## src/rtl/sic_pkg.sv

```systemverilog
package sic_pkg;

    localparam int PIN_COUNT = 6;

    localparam logic [1:0] CMD_READ  = 2'd0;
    localparam logic [1:0] CMD_WRITE = 2'd1;
    localparam logic [1:0] CMD_LINE  = 2'd2;

    localparam logic [13:0] ADDR_CONFIG   = 14'h0000;
    localparam logic [13:0] ADDR_POLARITY = 14'h0100;
    localparam logic [13:0] ADDR_TRIGGER  = 14'h0180;
    localparam logic [13:0] ADDR_DUAL     = 14'h0200;
    localparam logic [13:0] ADDR_WEDGE    = 14'h0280;
    localparam logic [13:0] ADDR_MASK_RST = 14'h0300;
    localparam logic [13:0] ADDR_MASK_SET = 14'h0380;
    localparam logic [13:0] ADDR_MASK     = 14'h0400;
    localparam logic [13:0] ADDR_PENDING  = 14'h0480;
    localparam logic [13:0] ADDR_PIN_MAP  = 14'h0500;
    localparam logic [13:0] ADDR_PIN_END  = 14'h0900;

    // Configuration register index: core count.
    localparam logic REG_CORE_COUNT = 1'b0;

    typedef struct packed {
        logic load;
        logic exec;
        logic scan;
        logic out_load;
    } t_ctl_cmd;

    typedef struct packed {
        logic scan_last;
        logic out_free;
    } t_ctl_sts;

    // True when the address lies in the 32-byte register bank at base.
    function automatic logic f_bank(input logic [13:0] a, input logic [13:0] base);
        return a[13:5] == base[13:5];
    endfunction

    // Position of the lowest set bit; zero when none is set.
    function automatic logic [4:0] f_lowest(input logic [31:0] v);
        logic [4:0] r;
        r = 5'd0;
        for (int i = 31; i >= 0; i--) begin
            if (v[i]) begin
                r = 5'(i);
            end
        end
        return r;
    endfunction

endpackage

```

## src/rtl/sic_ctrl.sv

```systemverilog
module sic_ctrl import sic_pkg::*; (
    input  logic     i_clk,
    input  logic     i_rst_n,
    input  logic     i_in_valid,
    output logic     o_in_stall,
    input  t_ctl_sts i_sts,
    output t_ctl_cmd o_cmd
);

    localparam logic [1:0] S_IDLE = 2'd0;
    localparam logic [1:0] S_EXEC = 2'd1;
    localparam logic [1:0] S_SCAN = 2'd2;
    localparam logic [1:0] S_DONE = 2'd3;

    logic [1:0] r_state;
    logic [1:0] n_state;

    assign o_in_stall = (r_state != S_IDLE);

    always_comb begin
        n_state = r_state;
        o_cmd   = '0;
        case (r_state)
            S_IDLE: begin
                if (i_in_valid) begin
                    o_cmd.load = 1'b1;
                    n_state    = S_EXEC;
                end
            end
            S_EXEC: begin
                o_cmd.exec = 1'b1;
                n_state    = S_SCAN;
            end
            S_SCAN: begin
                o_cmd.scan = 1'b1;
                if (i_sts.scan_last) begin
                    n_state = S_DONE;
                end
            end
            S_DONE: begin
                if (i_sts.out_free) begin
                    o_cmd.out_load = 1'b1;
                    n_state        = S_IDLE;
                end
            end
            default: begin
                n_state = S_IDLE;
            end
        endcase
    end

    always_ff @(posedge i_clk) begin
        if (!i_rst_n) begin
            r_state <= S_IDLE;
        end else begin
            r_state <= n_state;
        end
    end

endmodule

```

## config.mk

```make
export PLATFORM = sky130hd
export DESIGN_NAME = sic_ctrl
export DESIGN_NICKNAME = d
export VERILOG_FILES = /design/src/rtl/sic_pkg.sv /design/src/rtl/sic_ctrl.sv
export SDC_FILE = /design/constraint.sdc
export NUM_CORES = 1
export LEC_CHECK = 0
export ABC_AREA = 1
export BUFFER_PORTS_ARGS = -buffer_cell sky130_fd_sc_hd__buf_4
export CAP_MARGIN = 20
export CORE_AREA = 2 2 39 41
export CTS_CLUSTER_DIAMETER = 200
export DETAILED_ROUTE_END_ITERATION = 10
export DIE_AREA = 0 0 41 43
export PLACE_DENSITY = 0.42
export RECOVER_POWER = 100
export SLEW_MARGIN = 15
export SYNTH_ARGS = -nofsm -noshare
export SYNTH_HDL_FRONTEND = slang
export SYNTH_SLANG_ARGS = --single-unit
```

## constraint.sdc

```tcl
create_clock -name i_clk -period 1.7 [get_ports i_clk]
set_input_delay 0.34 -clock i_clk [delete_from_list [all_inputs] [get_ports i_clk]]
set_output_delay 0.34 -clock i_clk [all_outputs]
set_load 0.01 [all_outputs]
```

# Word level (Yosys, flattened, before mapping)
# Cells that the tools add are included.
[op_classes]
n_eq_ne = 6
multipliers = 0
n_mux = 10
n_lt_le_gt_ge = 0
shift = 0
bitwise = 0
add_sub_neg = 0
div_mod_pow = 0
n_reduce_logical = 3
[op_table]
columns = ["op", "count"]
rows = [
  ["2-bit one-hot mux with 4 select lines", 1],
  ["1-bit 2-to-1 mux", 6],
  ["2-bit 2-to-1 mux", 3],
  ["2-bit != test (second input constant)", 3],
  ["2-bit equality test (second input constant)", 2],
  ["3-bit AND reduction", 1],
  ["2-bit by 1-bit equality test with 1-bit output (second input constant)", 1],
  ["2-bit zero test", 1],
  ["2-bit nonzero test", 1],
]
[word_totals]
out_inout_bits = 5
latch_bits = 0
rom_bits = 0
memories = 0
mem_bits_rw = 0
ff_bits = 2

# Logic depth before layout (Yosys ltp)
[logic_depth]
depth_word = 3
ltp_mapped = 7

# Least setup slack after synthesis
# Ideal clock, no wire load.
[synth_path]
path_kind = "register to register"
start = "register r_state[0]"
end = "register r_state[0]"
arrival_time_ps = 1072
path_stages_with_launch = 6
setup_ps = 113
synth_period_minus_slack_ps = 1185
path_slack_ps = 515
cell_sequence = "dfxtp_1 -> inv_1 -> ha_1 -> or2_2 -> nor2_1 -> nor2_1"
[synth_via]
elab_chain_len = 3
word_cells_on_any_way = 9
cone_classes = "6 x eq/ne; 1 x mux; 2 x reduce/logical"
[synth_lines]
columns = ["item", "line_no", "rtl"]
rows = [
  ["from (decl)", "sic_ctrl.sv:15", "logic [1:0] r_state;"],
  ["from (signal assigned)", "sic_ctrl.sv:56", "r_state <= n_state;"],
  ["2-bit equality test or 2-bit zero test (tied branches)", "sic_ctrl.sv:23", "case (r_state)"],
  ["2-bit != test (no line)", "n/a", ""],
  ["3-bit AND reduction (no line)", "n/a", ""],
]
# Parallel ways exist; a longest one is shown, timed or not.
# A chain may end at the register's enable or synchronous reset.

==> flow_metrics.env <==
export IMPL_io_buffers=9
export IMPL_synthMuxAreaShare_pct=0
export IMPL_ios=10
export IMPL_min_period_over_period_pct=84.8
export IMPL_cts_sinks=2
export IMPL_drive_gt1_share_pct=21.4
export IMPL_largestRegisters="r_state: 2 flops"
export IMPL_multi_input_area_sq_um=125
export IMPL_place_gp_congestion=0.718
export IMPL_synth_cell_types=8
export IMPL_post_cts_resized=0
export IMPL_clk_pin_slew_worst_paths_ps=30
export IMPL_num_vias=186
export IMPL_regMostFlops="r_state"
export IMPL_final_cell_area_sq_um=287
export IMPL_cts_root_buf="clkbuf_4"
export IMPL_clkLatencyLatePin_ps=220
export IMPL_skew_ps=3.52
export IMPL_first_iter_violations=0
export IMPL_coreArea_sq_um=1380
export IMPL_slowest_stage="dfxtp_1"
export IMPL_grt_pass1_wl_um=621
export IMPL_drv_slew=0
export IMPL_synth_nets=40
export IMPL_grt_max_degree=5
export IMPL_synthesis_area_sq_um=200
export IMPL_synth_xor_area_share_pct=0
export IMPL_antenna_cells=0
export IMPL_worst_slew_pin_slew_ps=143
export IMPL_utilization_pct=20.7
export IMPL_hold_class="input port to flip-flop"
export IMPL_seqCellArea_sq_um=40.0
export IMPL_max_stage_delay_ps=340
export IMPL_yosys_area_share_adder_pct=31.3
export IMPL_clk_path_buf_depth=2
export IMPL_p_per_area_nw_per_um2=1630
export IMPL_fmax_mhz=694
export IMPL_endpoint_kind="output pin"
export IMPL_cp_required_ps=1360
export IMPL_yosys_register_bits=2
export IMPL_grt_overflow_total=0
export IMPL_rsz0062_at_grt="false"
export IMPL_crit_top_cell="inv_1"
export IMPL_cts_buffers=3
export IMPL_nets=54
export IMPL_drtPass1Iterations=1
export IMPL_crit_path_max_fanout=4
export IMPL_die_area_sq_um=1760
export IMPL_power_mw=0.466
export IMPL_setup_tns_ps=0
export IMPL_largest_reg_flops=2
export IMPL_irDropWorstVdd_mv=0.389
export IMPL_slew_headroom_pct=90.5
export IMPL_detail_route_drc_violations=0
export IMPL_grt_total_usage_pct=5.61
export IMPL_syn_inst=30
export IMPL_die_w_um=41
export IMPL_hold_buffers=0
export IMPL_fin_crit_ps=1440
export IMPL_synth_top_family_by_area="simple AND/OR/NAND/NOR gates"
export IMPL_setup_ws_ps=259
export IMPL_area_growth_pct=43.1
export IMPL_via_per_inst=3.21
export IMPL_post_dp_hpwl_um=294
export IMPL_postPlaceCellArea_sq_um=288
export IMPL_h_tree_depth=1
export IMPL_post_place_ws_ps=466
export IMPL_critPathKind="flip-flop to output pin"
export IMPL_max_cap_violations=0
export IMPL_crit_path_start_kind="flip-flop"
export IMPL_fin_cells=58
export IMPL_synth_compound_area_share_pct=0
export IMPL_synth_simple_area_share_pct=33.8
export IMPL_antenna_found_initial=0
export IMPL_synth_avg_cell_area_sq_um=6.67
export IMPL_finalWirelength_um=368
export IMPL_fp_dieH_um=43
export IMPL_ys_seq_area_share_pct=20.0
export IMPL_fill_cells=166
export IMPL_yosysWarnings=0
export IMPL_cp_arrival_ps=1100
export IMPL_fin_hold_ws_ps=341
export IMPL_wire_per_inst_um=6.34
export IMPL_run_status="completed"
export IMPL_layout_common_cells="inv_1 (8), nand2_1 (8), ha_1 (5), clkbuf_1 (5)"
export IMPL_grt_pass1_vias=181
export IMPL_ant_nets=0
export IMPL_cts_tree="done"
export IMPL_final_hold_violation_count=0
export IMPL_initial_utilization_pct=14.5
export IMPL_crit_chain="inv_1, ha_1, nand2_1, inv_1, clkbuf_1"
export IMPL_total_leakage_power_nw=0.173
export IMPL_setup_viol=0
export IMPL_fp_row_count=14
export IMPL_dp_cells=55
export IMPL_post_cts_buffers=0
-- worst paths after layout --
kind / start / slack, ps / endpoint / cells past startpoint
setup / recovery: r_state[0] / 260 / o_cmd[3] / 5
hold / removal: i_rst_n / 340 / r_state[0] / 3
setup reg to reg: r_state[0] / 490 / r_state[0] / 5
hold reg to reg: r_state[1] / 630 / r_state[1] / 4
-- synth_stat cells --
cell type	number	area (sq um)
dfxtp_1	2	40.0
ha_1	5	62.6
inv_1	8	30.0
nand2_1	8	30.0
nand2_2	1	6.26
nand3_2	1	10.0
nor2_1	4	15.0
or2_2	1	6.26
-- logic make-up after synthesis --
logic type    Yosys count
simple gates           15
fa+ha+maj               5
flops                   2
buf+inv                 8
-- worst max-delay path, delay by kind of cell (launching register included) --
family / cells / cell delay [ps]
flip-flops: 1 / 340
adder cells (fa/ha/maj): 1 / 230
buffers and inverters: 3 / 230
AND/OR/NAND/NOR: 1 / 60
-- routing by layer --
layer / wire, um / track usage, %
met4: 0 / 6.00
met3: 30 / 3.14
met2: 165 / 5.94
met5: 0 / 0
met1: 172 / 7.03
-- power by group --
group,internal (mW),switching [mW]
Sequential,0.0720,0.0174
Clock,0.0777,0.0256
Combinational,0.109,0.164
-- final cells by class --
type	count	area share, %
multi-input cells	20	43.7
repair buffers	9	17.0
flip-flops and latches	2	14.0
inverters	8	10.5
clock buffers	3	7.86
well taps	16	6.99
Power figures use the tool's default switching activity.
